### config.mk
export PLATFORM = sky130hd
export DESIGN_NAME = packed_pixel_gray_convert_top
export DESIGN_NICKNAME = d
export VERILOG_FILES = /design/src/hw/rtl/ppg_pkg.sv /design/src/hw/rtl/packed_pixel_gray_convert_top.sv /design/src/hw/rtl/ppg_front.sv /design/src/hw/rtl/ppg_queue.sv /design/src/hw/rtl/ppg_back.sv
export SDC_FILE = /design/constraint.sdc
export NUM_CORES = 1
export LEC_CHECK = 0
export BUFFER_PORTS_ARGS = -buffer_cell sky130_fd_sc_hd__buf_2
export CAP_MARGIN = 10
export CORE_ASPECT_RATIO = 1.1
export CORE_MARGIN = 3
export CORE_UTILIZATION = 54
export DETAILED_ROUTE_END_ITERATION = 7
export HOLD_SLACK_MARGIN = 0.1
export PLACE_DENSITY = 0.81
export SYNTH_ARGS = -nofsm -noshare
export SYNTH_HDL_FRONTEND = slang
export SYNTH_HIERARCHICAL = 1
export SYNTH_SLANG_ARGS = --single-unit
### constraint.sdc
create_clock -name clk -period 3.4 [get_ports clk]
set_input_delay 0.17 -clock clk [delete_from_list [all_inputs] [get_ports clk]]
set_output_delay 0.17 -clock clk [all_outputs]
set_load 0.02 [all_outputs]
### src/hw/rtl/ppg_pkg.sv
// Shared types and constants for the packed pixel gray converter.
// No dependencies; every other file of the block imports this package.
package ppg_pkg;

    localparam int BYTE_BITS   = 8;
    localparam int QDEPTH      = 2;
    localparam int QPTR_W      = 1;
    localparam int QCNT_W      = 2;
    localparam int APB_ADDR_W  = 4;
    localparam int APB_DATA_W  = 32;
    localparam int IN_TDATA_W  = 16;

    // Register index, taken from paddr word address bits
    typedef enum logic [1:0] {
        REG_WIDTH_CODE    = 2'd0,
        REG_OUTPUT_FORMAT = 2'd1,
        REG_THRESHOLD     = 2'd2
    } reg_idx_t;

    typedef enum logic {
        FMT_GRAY8 = 1'b0,
        FMT_GRAY1 = 1'b1
    } fmt_t;

    typedef struct packed {
        logic [1:0] width_code;
        fmt_t       output_format;
        logic [7:0] threshold;
    } cfg_t;

    // One classified source word waiting for the back end
    typedef struct packed {
        logic [7:0] src_byte;
        logic [3:0] pix_count;
        logic       frame_end;
    } entry_t;

    typedef struct packed {
        logic [QCNT_W-1:0] fill;
        logic              not_empty;
        logic              full;
    } queue_status_t;

    typedef struct packed {
        logic [2:0] pack_count;
        logic [2:0] pix_idx;
        logic       item_done;
        logic       item_fend;
    } back_status_t;

endpackage

### src/hw/rtl/packed_pixel_gray_convert_top.sv
// Top level of the packed pixel gray converter: configuration registers,
// front end, queue and back end. Depends on ppg_pkg, ppg_front, ppg_queue, ppg_back.
//
// Each source word carries one packed byte of 1, 2, 4 or 8 bit pixels (MSB
// first) plus the number of pixels that belong to the frame; that count is
// saturated to what the byte holds. In gray8 mode each pixel leaves as one
// word, shifted up to the top of the byte. In gray1 mode each pixel is
// compared with the threshold and the bits are packed MSB first; a word
// leaves after every eight pixels and a partial byte is dropped at frame end.
// tlast on the output marks the final word caused by one source word.
// Rate: the back end handles one pixel per cycle while the output register
// is free or m_tready is high, and a source word with no pixels still takes a
// step. A two-entry queue lets the next source word be taken while the back
// end works; the back end stalls while a word in the output register waits
// for m_tready. Write configuration only while the block is idle.
module packed_pixel_gray_convert_top (
    input  logic                            clk,
    input  logic                            rst_n,
    // configuration port
    input  logic                            psel,
    input  logic                            penable,
    input  logic                            pwrite,
    input  logic [ppg_pkg::APB_ADDR_W-1:0]  paddr,
    input  logic [ppg_pkg::APB_DATA_W-1:0]  pwdata,
    output logic [ppg_pkg::APB_DATA_W-1:0]  prdata,
    output logic                            pready,
    // source words
    input  logic                            s_tvalid,
    output logic                            s_tready,
    input  logic [ppg_pkg::IN_TDATA_W-1:0]  s_tdata,   // [7:0] src_byte, [11:8] pixels_valid
    input  logic                            s_tlast,   // frame_end
    // result words
    output logic                            m_tvalid,
    input  logic                            m_tready,
    output logic [7:0]                      m_tdata,   // [7:0] out_byte
    output logic                            m_tlast    // last_of_run
);
    import ppg_pkg::*;

    logic [1:0]    width_code_reg, width_code_next;
    fmt_t          fmt_reg, fmt_next;
    logic [7:0]    thresh_reg, thresh_next;
    cfg_t          cfg;
    reg_idx_t      reg_idx;
    logic          cfg_wr;

    entry_t        front_entry;
    entry_t        head;
    queue_status_t q_st;
    back_status_t  bk_st;
    logic          push;
    logic          pop;

    // Configuration registers; out-of-range addresses are ignored
    assign pready  = 1'b1;
    assign reg_idx = reg_idx_t'(paddr[3:2]);
    assign cfg_wr  = psel && penable && pwrite && pready;

    always_comb
    begin
        width_code_next = width_code_reg;
        fmt_next        = fmt_reg;
        thresh_next     = thresh_reg;
        prdata          = '0;
        if (cfg_wr)
        begin
            unique case (reg_idx)
                REG_WIDTH_CODE:    width_code_next = pwdata[1:0];
                REG_OUTPUT_FORMAT: fmt_next        = fmt_t'(pwdata[0]);
                REG_THRESHOLD:     thresh_next     = pwdata[7:0];
                default:           ;
            endcase
        end
        unique case (reg_idx)
            REG_WIDTH_CODE:    prdata = {30'd0, width_code_reg};
            REG_OUTPUT_FORMAT: prdata = {31'd0, fmt_reg};
            REG_THRESHOLD:     prdata = {24'd0, thresh_reg};
            default:           prdata = '0;
        endcase
    end

    always_ff @(posedge clk or negedge rst_n)
    begin
        if (!rst_n)
        begin
            width_code_reg <= 2'd0;
            fmt_reg        <= FMT_GRAY8;
            thresh_reg     <= 8'd0;
        end
        else
        begin
            width_code_reg <= width_code_next;
            fmt_reg        <= fmt_next;
            thresh_reg     <= thresh_next;
        end
    end

    assign cfg.width_code    = width_code_reg;
    assign cfg.output_format = fmt_reg;
    assign cfg.threshold     = thresh_reg;

    // Accept a source word whenever the queue has room
    assign s_tready = !q_st.full;
    assign push     = s_tvalid && s_tready;

    ppg_front u_front (
        .s_tdata (s_tdata),
        .s_tlast (s_tlast),
        .cfg     (cfg),
        .entry   (front_entry)
    );

    ppg_queue u_queue (
        .clk        (clk),
        .rst_n      (rst_n),
        .push       (push),
        .push_entry (front_entry),
        .pop        (pop),
        .head       (head),
        .status     (q_st)
    );

    ppg_back u_back (
        .clk        (clk),
        .rst_n      (rst_n),
        .cfg        (cfg),
        .head_valid (q_st.not_empty),
        .head       (head),
        .pop        (pop),
        .m_tvalid   (m_tvalid),
        .m_tready   (m_tready),
        .m_tdata    (m_tdata),
        .m_tlast    (m_tlast),
        .status     (bk_st)
    );

    // Queue never holds more entries than it has slots
    a_queue_bound: assert property (@(posedge clk) disable iff (!rst_n)
        q_st.fill <= QCNT_W'(QDEPTH))
        else $error("queue fill above depth");

    // Frame end leaves the packing state cleared
    a_frame_end_clear: assert property (@(posedge clk) disable iff (!rst_n)
        bk_st.item_done && bk_st.item_fend |=> bk_st.pack_count == 3'd0)
        else $error("packing state not cleared at frame end");

    // Pixel index stays inside the head entry's pixel count
    a_idx_range: assert property (@(posedge clk) disable iff (!rst_n)
        q_st.not_empty && (head.pix_count != 4'd0) |->
            ({1'b0, bk_st.pix_idx} < head.pix_count))
        else $error("pixel index beyond pixel count");

endmodule

### src/hw/rtl/ppg_front.sv
// Front end: classify an incoming source word into a queue entry.
// Depends on ppg_pkg.
module ppg_front (
    input  logic [ppg_pkg::IN_TDATA_W-1:0] s_tdata,  // [7:0] src_byte, [11:8] pixels_valid
    input  logic                           s_tlast,  // frame_end
    input  ppg_pkg::cfg_t                  cfg,
    output ppg_pkg::entry_t                entry
);
    import ppg_pkg::*;

    logic [3:0] per_byte;
    logic [3:0] valid_in;

    // Saturate the pixel count to what one byte holds at this width
    always_comb
    begin
        per_byte        = 4'd8 >> cfg.width_code;
        valid_in        = s_tdata[11:8];
        entry.src_byte  = s_tdata[7:0];
        entry.frame_end = s_tlast;
        entry.pix_count = (valid_in > per_byte) ? per_byte : valid_in;
    end

endmodule

### src/hw/rtl/ppg_queue.sv
// Short queue between front and back ends.
// Depends on ppg_pkg.
module ppg_queue (
    input  logic                   clk,
    input  logic                   rst_n,
    input  logic                   push,
    input  ppg_pkg::entry_t        push_entry,
    input  logic                   pop,
    output ppg_pkg::entry_t        head,
    output ppg_pkg::queue_status_t status
);
    import ppg_pkg::*;

    entry_t              mem_reg [QDEPTH];
    logic [QPTR_W-1:0]   wr_ptr_reg, wr_ptr_next;
    logic [QPTR_W-1:0]   rd_ptr_reg, rd_ptr_next;
    logic [QCNT_W-1:0]   fill_reg, fill_next;

    always_comb
    begin
        wr_ptr_next = wr_ptr_reg;
        rd_ptr_next = rd_ptr_reg;
        fill_next   = fill_reg;
        if (push)
        begin
            wr_ptr_next = wr_ptr_reg + 1'b1;
        end
        if (pop)
        begin
            rd_ptr_next = rd_ptr_reg + 1'b1;
        end
        if (push && !pop)
        begin
            fill_next = fill_reg + QCNT_W'(1);
        end
        else if (pop && !push)
        begin
            fill_next = fill_reg - QCNT_W'(1);
        end
    end

    always_ff @(posedge clk or negedge rst_n)
    begin
        if (!rst_n)
        begin
            wr_ptr_reg <= '0;
            rd_ptr_reg <= '0;
            fill_reg   <= '0;
        end
        else
        begin
            wr_ptr_reg <= wr_ptr_next;
            rd_ptr_reg <= rd_ptr_next;
            fill_reg   <= fill_next;
        end
    end

    always_ff @(posedge clk)
    begin
        if (push)
        begin
            mem_reg[wr_ptr_reg] <= push_entry;
        end
    end

    assign head             = mem_reg[rd_ptr_reg];
    assign status.fill      = fill_reg;
    assign status.not_empty = (fill_reg != '0);
    assign status.full      = (fill_reg == QCNT_W'(QDEPTH));

endmodule

### src/hw/rtl/ppg_back.sv
// Back end: walk head entry pixels, one per cycle when the output is free,
// into the output register. Holds gray1 packing state. Depends on ppg_pkg.
module ppg_back (
    input  logic                  clk,
    input  logic                  rst_n,
    input  ppg_pkg::cfg_t         cfg,
    input  logic                  head_valid,
    input  ppg_pkg::entry_t       head,
    output logic                  pop,
    output logic                  m_tvalid,
    input  logic                  m_tready,
    output logic [7:0]            m_tdata,   // [7:0] out_byte
    output logic                  m_tlast,   // last_of_run
    output ppg_pkg::back_status_t status
);
    import ppg_pkg::*;

    logic [2:0] idx_reg, idx_next;
    logic [7:0] acc_reg, acc_next;
    logic [2:0] pcnt_reg, pcnt_next;
    logic       mv_reg, mv_next;
    logic [7:0] mdata_reg, mdata_next;
    logic       mlast_reg, mlast_next;

    logic [3:0] bpp;
    logic [5:0] sh_wide;
    logic [7:0] shifted;
    logic [3:0] rsh_wide;
    logic [7:0] pix_val;
    logic [7:0] gray8_val;
    logic [7:0] acc_shift;
    logic       has_pix;
    logic       last_pix;
    logic       out_free;
    logic       step;

    always_comb
    begin
        bpp       = 4'd1 << cfg.width_code;
        sh_wide   = {3'b000, idx_reg} << cfg.width_code;
        shifted   = head.src_byte << sh_wide[2:0];
        rsh_wide  = 4'd8 - bpp;
        pix_val   = shifted >> rsh_wide[2:0];
        gray8_val = shifted & ~(8'hFF >> bpp);
        acc_shift = {acc_reg[6:0], (pix_val > cfg.threshold)};
        has_pix   = (head.pix_count != 4'd0);
        last_pix  = !has_pix || ({1'b0, idx_reg} == (head.pix_count - 4'd1));
        out_free  = !mv_reg || m_tready;
        step      = head_valid && out_free;
        pop       = step && last_pix;

        idx_next   = idx_reg;
        acc_next   = acc_reg;
        pcnt_next  = pcnt_reg;
        mv_next    = mv_reg && !m_tready;
        mdata_next = mdata_reg;
        mlast_next = mlast_reg;

        if (step)
        begin
            idx_next = last_pix ? 3'd0 : idx_reg + 3'd1;
            if (has_pix)
            begin
                if (cfg.output_format == FMT_GRAY8)
                begin
                    mv_next    = 1'b1;
                    mdata_next = gray8_val;
                    mlast_next = last_pix;
                end
                else if (pcnt_reg == 3'd7)
                begin
                    // eighth bit: send the packed byte, restart packing
                    mv_next    = 1'b1;
                    mdata_next = acc_shift;
                    mlast_next = 1'b1;
                    acc_next   = 8'd0;
                    pcnt_next  = 3'd0;
                end
                else
                begin
                    acc_next  = acc_shift;
                    pcnt_next = pcnt_reg + 3'd1;
                end
            end
            // drop any partial byte at frame end
            if (last_pix && head.frame_end)
            begin
                acc_next  = 8'd0;
                pcnt_next = 3'd0;
            end
        end
    end

    always_ff @(posedge clk or negedge rst_n)
    begin
        if (!rst_n)
        begin
            idx_reg  <= 3'd0;
            acc_reg  <= 8'd0;
            pcnt_reg <= 3'd0;
            mv_reg   <= 1'b0;
        end
        else
        begin
            idx_reg  <= idx_next;
            acc_reg  <= acc_next;
            pcnt_reg <= pcnt_next;
            mv_reg   <= mv_next;
        end
    end

    always_ff @(posedge clk)
    begin
        mdata_reg <= mdata_next;
        mlast_reg <= mlast_next;
    end

    assign m_tvalid          = mv_reg;
    assign m_tdata           = mdata_reg;
    assign m_tlast           = mlast_reg;
    assign status.pack_count = pcnt_reg;
    assign status.pix_idx    = idx_reg;
    assign status.item_done  = pop;
    assign status.item_fend  = head.frame_end;

endmodule
## Word-level counts from Yosys, hierarchy flattened

Memories as Yosys holds them, arrays and structs flattened.
Index checks and enable logic that the tools add are counted.

| word-level totals | value |
|---|---|
| bits in registers | 38 |
| memories kept | 1 |
| output and inout port bits | 44 |
| input port bits | 60 |
| word-level logic and storage cells | 88 |
| RAM bits | 26 |

| operators by class | value |
|---|---|
| equality and inequality tests | 6 |
| shifts and indexed selects | 6 |
| reduce and logical (&&, ||, !) cells | 28 |
| magnitude comparators | 2 |
| muxes and demuxes | 23 |
| $add $sub $neg | 8 |
| bitwise logic cells | 2 |

Memory list:

| name | words | bits a word | rd ports | clocked after Yosys merged registers in | wr ports | line | source |
|---|---|---|---|---|---|---|---|
| u_queue.mem_reg | 2 | 13 | 1 | 0 | 1 | ppg_queue.sv:14 | `entry_t mem_reg [QDEPTH];` |

Operators by type and width:

| cell | count |
|---|---|
| 7-bit 2-to-1 mux | 4 |
| 8-bit one-hot mux with 3 select lines | 1 |
| 8-bit 2-to-1 mux | 2 |
| 3-bit 2-to-1 mux | 5 |
| 1-bit logical AND | 9 |
| 8-bit AND | 1 |
| 8-bit greater-than comparator | 1 |
| 1-bit 2-to-1 mux | 8 |
| 8-bit inverter | 1 |
| 2-bit nonzero test | 4 |
| 8-bit by 3-bit left shift with 8-bit output | 1 |
| 8-bit by 3-bit >> shifter with 8-bit output | 1 |
| 8-bit by 4-bit >> shifter with 8-bit output, first input constant | 1 |
| 3-bit by 1-bit adder with 3-bit output, second input constant | 2 |
| 1-bit zero test | 6 |
| 2-bit AND reduction | 3 |
| 3-bit AND reduction | 2 |
| 2-bit == test, second input constant | 2 |
| 3-bit by 4-bit == test with 1-bit output | 1 |
| 4-bit greater-than comparator | 1 |
| 2-bit 2-to-1 mux | 2 |
| 4-bit 2-to-1 mux | 1 |
| 4-bit nonzero test | 1 |
| 1-bit by 2-bit left shift with 4-bit output, first input constant | 1 |
| 12 further kinds | 14 |

## Depth between registers and ports, before layout

Gate-level depths: netlist of run 1.

| logic depth | value |
|---|---|
| word-level depth | 8 |
| gate-level depth with buffers | 13 |
| depth with buffers taken out | 12 |

## Hierarchy

Netlist of run 1, hierarchy kept.

By module, submodules not included:

| module | times used | area an instance (sq um) | cells an instance | seq. area each (sq um) |
|---|---|---|---|---|
| ppg_back | 1 | 1896.8 | 204 | 620.6 |
| ppg_queue | 1 | 1127.3 | 56 | 880.8 |
| packed_pixel_gray_convert_top | 1 | 725.7 | 68 | 275.3 |
| ppg_front | 1 | 260.2 | 30 | 0.0 |

## Worst setup path before layout of run 1

OpenSTA, ideal clock, no wires.

| timing | value |
|---|---|
| path kind | reg-to-reg |
| start | register u_queue.rd_ptr_reg |
| end | register u_back.mdata_reg[0] (netlist: u_back/m_tdata[0]), data pin |
| setup slack | 0.350 ns |
| required time | 3.146 ns |
| clock period less this slack | 3.050 ns |
| buffers on the path | 1 |
| stages on the path, launching flop included | 13 |
| arrival | 2.796 ns |
| library setup time | 0.254 ns |
| cells stage by stage | dfrtp_1 > buf_6 > mux2_2 > or4_1 > o2111ai_1 > o21ai_1 > o211a_1 > ha_1 > nor2b_1 > o21a_1 > o21ai_0 > a21oi_1 > a21o_1 |

RTL lines:

| element | line | source |
|---|---|---|
| start: declaration | ppg_queue.sv:16 | `logic [QPTR_W-1:0] rd_ptr_reg, rd_ptr_next;` |
| start signal: assignment | ppg_queue.sv:53 | `rd_ptr_reg <= rd_ptr_next;` |
| end signal: assignment | ppg_back.sv:114 | `mdata_reg <= mdata_next;` |
| end: declaration | ppg_back.sv:22 | `logic [7:0] mdata_reg, mdata_next;` |

==> reports/metrics.yaml, run 1 <==
placement:
  place_congestion: 0.873
  dp_hpwl_um: 5630
  buffer_ports.inserted: 48
power_and_ir_drop:
  p_per_area_nw_per_um2: 856
  worst_ir_drop_vdd_uv: 485
  p_leak_nw: 2.03
route:
  routedWlPerCell_um: 15.8
  dr_total_vias: 2845
  detailedRoute.firstIterationViolations: 424
  drc: 0
  routed_via_density: 5.60
  totalWireLength_um: 8020
  drtPass1Iterations: 6
  antenna_violating_nets_post_route: 0
layout:
  drive_above_1_share_pct: 29.6
  largest_register_ff_count: 26
  fin_nets: 496
  final_cell_mix: "48 x sky130_fd_sc_hd__buf_2, 35 x sky130_fd_sc_hd__edfxtp_1, 28 x sky130_fd_sc_hd__dfrtp_1"
  post_route_utilization_pct: 64.8
  area.growth.synth_to_final_pct: 15.0
  leading_cell_type_in_the_layout_fill_and_taps_excluded: "sky130_fd_sc_hd__buf_2"
  num_antenna_cells: 0
worst_setup_path:
  critPathTopFamily: "compound AO/OA/AOI/OAI gates"
  path_max_fanout: 8
  critPathRequiredTime_ns: 3.51
  critical_path_buf_inv_count: 0
  timing.reg2reg.setup_slack_ns: 0.11
  worstSetupEndpointType: "flip-flop"
  cpPeakStageDelay_ns: 0.50
  timing.setup.critical_path_class: "reg2reg"
  worst_path_max_delay_cell: "sky130_fd_sc_hd__or4_1"
  start_kind: "flip-flop"
  worst_ep_arrival_time_ns: 3.40
  critical_path.cell_chain: "mux2_2, or4_1, o2111ai_1, o21ai_1, o211a_1, ha_1, nor2b_1, o21a_1, o21ai_0, a21oi_1, a21o_1"
clock_tree:
  htree_num_levels: 3
  cts-buffers-inserted: 9
  clockBufferDepth: 2
  cts_root_buf: "sky130_fd_sc_hd__clkbuf_8"
  clkSlewWorstSetupHoldPaths_ns: 0.08
  cts_tree: "yes"
  clk-insertion-delay-late_ns: 0.35
  postCtsSetupRepairBufs: 0
  clkSinkCount: 64
timing:
  maxSlewHeadroom_pct: 55.5
  worst_clock_skew_ns: 0.0121
  timing_worst_slew_pin_value_ns: 0.667
  final.min_clock_period_ns: 3.29
  setup_repair_after_global_routing_missed_its_margin: "false"
  finalSetupViolations: 0
  tns_ns: 0
  finalCritPeriodShare_pct: 96.8
  finalHoldViolCount: 0
  achievable-frequency_ghz: 0.304
  final_max_slew_viol_count: 0
global_route:
  gr-usage-all-layers_pct: 20.5
  remaining_global_route_overflow: 0
  grt_antenna_before_repair: 0
  grt_start_max_net_pins: 30
  first_global_vias: 2720
  first_pass_grt_wire_length_um: 13100
die:
  die_h_um: 96.2
  ios: 104
  initial_utilization_pct: 56.4
  fp.dieArea_sq_um: 8470
  core_region_area_sq_um: 7090
  floorplan.die.width_um: 88.0
  num_rows: 32
yosys:
  postSynthCellCount: 356
  avgSynthCellArea_sq_um: 11.2
  ys_warn_count: 6
  synth_area_sq_um: 4000
worst_hold_path:
  hold_class: "in2reg"
flow_run:
  drv_cap: 0
status:
  run_status: "finished clean"
## per-layer routing
metal | vias up | share of wire (%) | track usage (%)
met5 | - | 0 | 0
met4 | 0 | 2.4 | 8.82
met3 | 21 | 6.4 | 5.65
met2 | 139 | 50 | 33.8
met1 | 1343 | 41 | 25.1
li1 | 1342 | - | -
## worst paths after layout
path / startpoint / cells past startpoint / endpoint
max: u_queue/rd_ptr_reg / 11 / u_back/m_tdata[0]
min: s_tdata[8] / 2 / u_queue/mem_reg[0][1]
max reg2reg: u_queue/rd_ptr_reg / 11 / u_back/m_tdata[0]
min reg2reg: u_queue/wr_ptr_reg / 1 / u_queue/wr_ptr_reg
max in group asynchronous: rst_n / 2 / u_queue/rd_ptr_reg
min in group asynchronous: rst_n / 2 / u_back/acc_reg[3]
## layout make-up
type | instances | area [sq um]
Tap cell | 85 | 106
Clock buffer | 10 | 128
Inverter | 19 | 73.8
Clock inverter | 6 | 108
Multi-Input combinational cell | 249 | 1900
Timing Repair Buffer | 75 | 500
Sequential cell | 64 | 1780
Fill cell | 528 | 2490
## where the power goes
part	switching, W	internal (W)
Sequential	0.000175	0.00112
Combinational	0.00105	0.000807
Clock	0.000294	0.000484
Total	0.00152	0.00241
## metrics by stage
step / cells / setup slack [ns] / total power (W) / instance area [sq um] / hold slack, ns
2_1_floorplan: 379 / 0.350 / 0.00269 / 4080 / -0.126
3_3_place_gp: 474 / 0.150 / 0.00303 / 4170 / 0.227
3_5_place_dp: 474 / 0.115 / 0.00311 / 4170 / 0.240
4_1_cts: 508 / 0.0748 / 0.00392 / 4590 / 0.136
5_1_grt: 508 / 0.0572 / 0.00417 / 4590 / 0.158
6_report: 508 / 0.107 / 0.00393 / 4590 / 0.153
## repair_timing
item,in CTS,in global routing
resized for setup,0,2
hold buffers,18,0
endpoints found under the setup margin,0,3
endpoints found under the hold margin,58,0
Power figures use the tool's default switching activity.
==> inputs of run 2 (changes only) <==
--- a/config.mk
+++ b/config.mk
@@ -5,6 +5,7 @@
 export SDC_FILE = /design/constraint.sdc
 export NUM_CORES = 1
 export LEC_CHECK = 0
+export ABC_AREA = 1
 export BUFFER_PORTS_ARGS = -buffer_cell sky130_fd_sc_hd__buf_2
 export CAP_MARGIN = 10
 export CORE_ASPECT_RATIO = 1.1
==> run 2 against run 1 <==
Against the previous run:
- non-clock buffer count decreased by 7
- register-to-register slack improved by 0.30 ns
- sequential power increased by 3%
- cell count increased by 26%
- area after synthesis increased by 2.4%
- highest routed layer unchanged
- largest cell class unchanged
- fmax increased by 10%
- worst setup slack improved by 0.30 ns
==> reports/metrics.yaml, run 2 <==
clock_tree:
  post_cts.resized_instances: 0  # unchanged
  htree_num_levels: 3  # unchanged
  cts-buffers-inserted: 9  # unchanged
  cts_root_buf: "sky130_fd_sc_hd__clkbuf_8"  # unchanged
  cts_tree: "yes"  # unchanged
  clkSinkCount: 64  # unchanged
  clkSlewWorstSetupHoldPaths_ns: 0.07  # was 0.08 ns
  clockBufferDepth: 2  # unchanged
  postCtsSetupRepairBufs: 0  # unchanged
  clk-insertion-delay-late_ns: 0.35  # about the same
timing:
  final.min_clock_period_ns: 2.99  # was 3.29 ns
  finalHoldViolCount: 0  # unchanged
  tns_ns: 0  # unchanged
  timing_worst_slew_pin_value_ns: 0.787  # was 0.667 ns
  finalSetupViolations: 0  # unchanged
  maxSlewHeadroom_pct: 47.4  # was 55.5%
  worst_clock_skew_ns: 0.00780  # was 0.0121 ns
  final_max_slew_viol_count: 0  # unchanged
  postLayoutSetupSlackWorst_ns: 0.411  # was 0.107 ns
  finalCritPeriodShare_pct: 87.9  # was 96.8%
  setup_repair_after_global_routing_missed_its_margin: "false"  # unchanged
  achievable-frequency_ghz: 0.335  # was 0.304 GHz
layout:
  largest_register_ff_count: 26  # unchanged
  drive_above_1_share_pct: 18.5  # was 29.6%
  post_route_utilization_pct: 63.7  # was 64.8%
  leading_cell_type_in_the_layout_fill_and_taps_excluded: "sky130_fd_sc_hd__nand2_1"  # was sky130_fd_sc_hd__buf_2
  post-route-cell-area_sq_um: 4570  # was 4590 sq um
  fin_nets: 629  # was 496
  num_antenna_cells: 0  # unchanged
  area.growth.synth_to_final_pct: 11.6  # was 15.0%
  n_fill_cell: 590  # was 528
  number_of_non_filler_instances_in_the_completed_layout: 641  # was 508
  final_cell_mix: "148 x sky130_fd_sc_hd__nand2_1, 56 x sky130_fd_sc_hd__inv_1, 48 x sky130_fd_sc_hd__nand3_1, 48 x sky130_fd_sc_hd__buf_2, 35 x sky130_fd_sc_hd__edfxtp_1"  # was 48 x sky130_fd_sc_hd__buf_2, 35 x sky130_fd_sc_hd__edfxtp_1, 28 x sky130_fd_sc_hd__dfrtp_1
yosys:
  synth_area_sq_um: 4090  # was 4000 sq um
  ys_warn_count: 6  # unchanged
  postSynthCellCount: 492  # was 356
  avgSynthCellArea_sq_um: 8.31  # was 11.2 sq um
die:
  core_region_area_sq_um: 7170  # was 7090 sq um
  fp.dieArea_sq_um: 8660  # was 8470 sq um
  die_h_um: 97.3  # was 96.2 um
  floorplan.die.width_um: 89.0  # was 88.0 um
  initial_utilization_pct: 57.1  # was 56.4%
  ios: 104  # unchanged
  num_rows: 32  # unchanged
worst_setup_path:
  timing.setup.critical_path_class: "reg2reg"  # unchanged
  worst_ep_arrival_time_ns: 3.23  # was 3.40 ns
  critPathRequiredTime_ns: 3.64  # was 3.51 ns
  path_max_fanout: 14  # was 8
  worstSetupEndpointType: "flip-flop"  # unchanged
  start_kind: "flip-flop"  # unchanged
power_and_ir_drop:
  power.share.sequential_pct: 36.9  # was 32.9%
  comb_power_share_pct: 46.3  # was 47.3%
  clockPowerShare_pct: 16.8  # was 19.8%
  worst_ir_drop_vdd_uv: 396  # was 485 uV
  total_switching_power_w: 0.00156  # was 0.00152 W
  p_per_area_nw_per_um2: 793  # was 856 nW/um^2
  p_leak_nw: 2.37  # was 2.03 nW
  internal-power_w: 0.00206  # was 0.00241 W
  netSwitchingFraction_pct: 43.1  # was 38.7%
route:
  totalWireLength_um: 8420  # was 8020 um
  routed_via_density: 5.08  # was 5.60
  dr_total_vias: 3259  # was 2845
  drc: 0  # unchanged
  detailedRoute.firstIterationViolations: 274  # was 424
  drtPass1Iterations: 6  # unchanged
  routedWlPerCell_um: 13.1  # was 15.8 um
  antenna_violating_nets_post_route: 0  # unchanged
placement:
  place_congestion: 0.856  # was 0.873
  buffer_ports.inserted: 48  # unchanged
  dpl_worst_slack_ns: 0.517  # was 0.115 ns
  dp_hpwl_um: 6240  # was 5630 um
  place_inst: 607  # was 474
  total_cell_area_at_the_placement_stage_sq_um: 4210  # was 4170 sq um
worst_hold_path:
  hold_class: "in2reg"  # unchanged
global_route:
  grt_antenna_before_repair: 0  # unchanged
  remaining_global_route_overflow: 0  # unchanged
  gr-usage-all-layers_pct: 21.0  # was 20.5%
  first_pass_grt_wire_length_um: 14200  # was 13100 um
  first_global_vias: 3169  # was 2720
  grt_start_max_net_pins: 30  # unchanged
status:
  run_status: "finished clean"  # unchanged
flow_run:
  drv_cap: 0  # unchanged
run 2: timing repair:
item | 4_1_cts | 5_1_grt
hold buffers | 18 | 0
setup endpoints to repair | 0 | 0
endpoints found under the hold margin | 58 | 0
run 2: power by group through the flow:
stage	logic [W]	registers [W]	clock network (W)
2_1_floorplan	0.00131	0.00133	0
3_3_place_gp	0.00157	0.00133	0
3_5_place_dp	0.00164	0.00135	0
4_1_cts	0.00167	0.00133	0.000616
5_1_grt	0.00190	0.00137	0.000658
6_report	0.00168	0.00133	0.000608
run 2: final cells by class:
| cell class | instances | area, sq um | area share (%) |
|---|---|---|---|
| Clock buffer | 11 | 131 | 2.88 |
| Clock inverter | 5 | 47.5 | 1.04 |
| Inverter | 64 | 240 | 5.26 |
| Multi-Input combinational cell | 344 | 1830 | 40.0 |
| Sequential cell | 64 | 1780 | 38.9 |
| Tap cell | 85 | 106 | 2.33 |
| Timing Repair Buffer | 68 | 435 | 9.54 |
run 2: worst max-delay path, stage by stage (launching register included):
cell	delay, ns
sky130_fd_sc_hd__dfrtp_1	0.73
sky130_fd_sc_hd__mux2_2	0.43
sky130_fd_sc_hd__inv_1	0.12
sky130_fd_sc_hd__ha_1	0.20
sky130_fd_sc_hd__inv_1	0.05
sky130_fd_sc_hd__nand2_1	0.08
sky130_fd_sc_hd__nand3b_1	0.08
sky130_fd_sc_hd__nand2_1	0.09
sky130_fd_sc_hd__nand3_1	0.12
sky130_fd_sc_hd__nand2_1	0.12
sky130_fd_sc_hd__inv_2	0.05
sky130_fd_sc_hd__nor2_2	0.13
sky130_fd_sc_hd__inv_1	0.06
sky130_fd_sc_hd__ha_1	0.31
sky130_fd_sc_hd__inv_1	0.09
sky130_fd_sc_hd__nand3_1	0.08
sky130_fd_sc_hd__nand2_1	0.08
sky130_fd_sc_hd__nand2_1	0.06
run 2: final timing paths:
path                               startpoint               endpoint  slack [ns]  depth (start not counted)
min in group asynchronous               rst_n      u_back/acc_reg[2]        0.37                          2
max in group asynchronous               rst_n      u_back/idx_reg[2]        2.61                          2
max reg2reg                u_queue/rd_ptr_reg    u_queue/fill_reg[1]        0.41                         17
min                               s_tdata[11]  u_queue/mem_reg[0][4]        0.14                          3
min reg2reg                u_queue/wr_ptr_reg     u_queue/wr_ptr_reg        0.50                          1
max                        u_queue/rd_ptr_reg    u_queue/fill_reg[1]        0.41                         17
run 2: metrics by stage:
| stage | hold WS, ns | power (W) |
|---|---|---|
| 6_report | 0.142 | 0.00362 |
| 5_1_grt | 0.161 | 0.00393 |
| 4_1_cts | 0.137 | 0.00362 |
| 3_5_place_dp | 0.224 | 0.00299 |
| 3_3_place_gp | 0.220 | 0.00290 |
| 2_1_floorplan | -0.126 | 0.00263 |
run 2: layer usage:
layer	share of wire, %	global-route usage (%)
met5	0	0
met4	1.9	8.59
met3	5.4	3.73
met2	51	35.8
met1	42	25.8
==> inputs of run 3 (changes only) <==
--- a/config.mk
+++ b/config.mk
@@ -7,13 +7,13 @@
 export LEC_CHECK = 0
 export ABC_AREA = 1
 export BUFFER_PORTS_ARGS = -buffer_cell sky130_fd_sc_hd__buf_2
-export CAP_MARGIN = 10
+export CAP_MARGIN = 25
 export CORE_ASPECT_RATIO = 1.1
 export CORE_MARGIN = 3
 export CORE_UTILIZATION = 54
 export DETAILED_ROUTE_END_ITERATION = 7
 export HOLD_SLACK_MARGIN = 0.1
-export PLACE_DENSITY = 0.81
+export PLACE_DENSITY_LB_ADDON = 0.05
 export SYNTH_ARGS = -nofsm -noshare
 export SYNTH_HDL_FRONTEND = slang
 export SYNTH_HIERARCHICAL = 1
==> run 3 against run 2 <==
Against the previous run:
- clock skew grew 0.0028 ns
- global-route usage shrank 1.1 points
- register-to-register slack gained 0.04 ns
- via count shrank 3.3%
- combinational power is essentially flat
- sequential power is essentially flat
- first-iteration DRC count shrank 36%
- cell area grew 0.25%
==> reports/metrics.yaml, run 3 (synthesis results as in run 2) <==
power_and_ir_drop:
  p_leak_nw: 2.38  # was 2.37 nW
  worst_ir_drop_vdd_uv: 542  # was 396 uV
  p_per_area_nw_per_um2: 778  # was 793 nW/um^2
  comb_power_share_pct: 47.3  # was 46.3%
  clockPowerShare_pct: 15.7  # was 16.8%
  netSwitchingFraction_pct: 43.0  # was 43.1%
  total_switching_power_w: 0.00153  # was 0.00156 W
  power.share.sequential_pct: 37.0  # was 36.9%
  internal-power_w: 0.00203  # was 0.00206 W
route:
  routed.top_layer: "met4"  # unchanged
  drtPass1Iterations: 4  # was 6
  totalWireLength_um: 7950  # was 8420 um
  antenna_violating_nets_post_route: 0  # unchanged
  wl_met2_um: 3870  # was 4270 um
  met1Wirelength_um: 3570  # was 3530 um
  routedWlPerCell_um: 12.3  # was 13.1 um
  routed_via_density: 4.89  # was 5.08
  detailedRoute.firstIterationViolations: 176  # was 274
  wl_met3_um: 455  # was 457 um
  drc: 0  # unchanged
  dr_total_vias: 3150  # was 3259
timing:
  worst_clock_skew_ns: 0.0106  # was 0.00780 ns
  final_max_slew_viol_count: 0  # unchanged
  fin_hold_ws_ns: 0.150  # was 0.142 ns
  final.min_clock_period_ns: 2.95  # was 2.99 ns
  timing_worst_slew_pin_value_ns: 0.679  # was 0.787 ns
  postLayoutSetupSlackWorst_ns: 0.454  # was 0.411 ns
  setup_repair_after_global_routing_missed_its_margin: "false"  # unchanged
  finalSetupViolations: 0  # unchanged
  tns_ns: 0  # unchanged
  finalHoldViolCount: 0  # unchanged
  finalCritPeriodShare_pct: 86.6  # was 87.9%
  achievable-frequency_ghz: 0.339  # was 0.335 GHz
  maxSlewHeadroom_pct: 54.8  # was 47.4%
die:
  num_rows: 32  # unchanged
  initial_utilization_pct: 57.1  # unchanged
  floorplan.die.width_um: 89.0  # unchanged
  ios: 104  # unchanged
  fp.dieArea_sq_um: 8660  # unchanged
  core_region_area_sq_um: 7170  # unchanged
  die_h_um: 97.3  # unchanged
status:
  run_status: "finished clean"  # unchanged
layout:
  number_of_non_filler_instances_in_the_completed_layout: 644  # was 641
  n_fill_cell: 615  # was 590
  largest_register_ff_count: 26  # unchanged
  final_cell_mix: "148 x sky130_fd_sc_hd__nand2_1, 56 x sky130_fd_sc_hd__inv_1, 48 x sky130_fd_sc_hd__nand3_1, 48 x sky130_fd_sc_hd__buf_2, 35 x sky130_fd_sc_hd__edfxtp_1"  # unchanged
  num_antenna_cells: 0  # unchanged
  fin_nets: 632  # was 629
  drive_above_1_share_pct: 19.3  # was 18.5%
  leading_cell_type_in_the_layout_fill_and_taps_excluded: "sky130_fd_sc_hd__nand2_1"  # unchanged
  post-route-cell-area_sq_um: 4580  # was 4570 sq um
  area.growth.synth_to_final_pct: 11.9  # was 11.6%
worst_setup_path:
  path_max_fanout: 16  # was 14
  path_common_cell: "sky130_fd_sc_hd__nand2_1"  # unchanged
  worst_path_max_delay_cell: "sky130_fd_sc_hd__dfrtp_1"  # unchanged
  start_kind: "flip-flop"  # unchanged
  cell_count_of_the_worst_reg_to_reg_path: 17  # unchanged
  worst_ep_arrival_time_ns: 3.01  # was 3.23 ns
  worstSetupEndpointType: "flip-flop"  # unchanged
  timing.setup.critical_path_class: "reg2reg"  # unchanged
  critPathRequiredTime_ns: 3.46  # was 3.64 ns
  critical_path.cell_chain: "inv_1, nand2_1, nor2_2, a21oi_4, inv_2, nand3_2, nand2_1, o21ai_0, ha_1, nand2_1, inv_1, nand2_1, nand2_1, nand2_1, nand2_1, nand3_1, o21ai_0"  # was mux2_2, inv_1, ha_1, inv_1, nand2_1, nand3b_1, nand2_1, nand3_1, nand2_1, inv_2, nor2_2, inv_1, ha_1, inv_1, nand3_1, nand2_1, nand2_1
  cpPeakStageDelay_ns: 0.75  # was 0.73 ns
clock_tree:
  cts_tree: "yes"  # unchanged
  clkSlewWorstSetupHoldPaths_ns: 0.06  # was 0.07 ns
  clkSinkCount: 64  # unchanged
  htree_num_levels: 3  # unchanged
  clk-insertion-delay-late_ns: 0.34  # was 0.35 ns
  cts-buffers-inserted: 9  # unchanged
  clockBufferDepth: 2  # unchanged
  cts_root_buf: "sky130_fd_sc_hd__clkbuf_8"  # unchanged
placement:
  total_cell_area_at_the_placement_stage_sq_um: 4230  # was 4210 sq um
  place_congestion: 0.851  # was 0.856
  dp_hpwl_um: 5780  # was 6240 um
  buffer_ports.inserted: 48  # unchanged
  dpl_worst_slack_ns: 0.537  # was 0.517 ns
  place_inst: 610  # was 607
global_route:
  gr-usage-all-layers_pct: 19.9  # was 21.0%
  grt_antenna_before_repair: 0  # unchanged
  first_global_vias: 3003  # was 3169
  grt_start_max_net_pins: 30  # unchanged
  remaining_global_route_overflow: 0  # unchanged
  first_pass_grt_wire_length_um: 13600  # was 14200 um
worst_hold_path:
  min_path_cells: 3  # unchanged
  hold_class: "in2reg"  # unchanged
flow_run:
  drv_cap: 0  # unchanged
[run 3: layout make-up]
cell class	count	area, sq um	share of cell area (%)
Clock buffer	12	145	3.17
Clock inverter	4	22.5	0.492
Inverter	64	240	5.25
Multi-Input combinational cell	344	1830	39.9
Sequential cell	64	1780	38.8
Tap cell	85	106	2.32
Timing Repair Buffer	71	458	10.0
[run 3: worst paths after layout]
check	startpoint	end	slack [ns]
worst max-delay path	width_code_reg[0]	u_back/m_tdata[0]	0.45
worst min-delay path	s_tdata[8]	u_queue/mem_reg[0][1]	0.15
worst max register to register	width_code_reg[0]	u_back/m_tdata[0]	0.45
worst min register to register	u_queue/fill_reg[1]	u_queue/fill_reg[1]	0.47
max in group asynchronous	rst_n	u_back/m_tvalid	2.54
min in group asynchronous	rst_n	u_back/acc_reg[4]	0.40
[run 3: power groups by stage]
stage          Combinational [W]  Clock (W)  Sequential, W
3_3_place_gp             0.00163          0        0.00133
3_5_place_dp             0.00166          0        0.00133
5_1_grt                  0.00192   0.000619        0.00136
4_1_cts                  0.00168   0.000582        0.00132
6_report                 0.00168   0.000559        0.00132
2_1_floorplan            0.00131          0        0.00133
[run 3: through the flow]
stage	util, %	total power (W)
2_1_floorplan	-	0.00263
3_3_place_gp	59.0	0.00295
3_5_place_dp	59.0	0.00299
4_1_cts	63.9	0.00358
5_1_grt	63.9	0.00390
6_report	63.9	0.00356
[run 3: layer usage]
metal,vias up,track usage (%)
li1,1632,-
met1,1426,26.8
met2,88,32.1
met4,0,5.84
met5,-,0
met3,4,4.16
[run 3: worst max-delay path, delay by kind of cell, from the launching register on]
kind	cells	cell delay [ns]
AO/OA/AOI/OAI	3	0.56
adder cells (fa/ha/maj)	1	0.30
buffers and inverters	3	0.29
flip-flops	1	0.75
AND/OR/NAND/NOR	10	0.77
[run 3: what timing repair did]
item	in CTS	in global routing
hold endpoints to repair	58	0
setup buffers	0	0
resized for setup	0	0
hold buffers	18	0
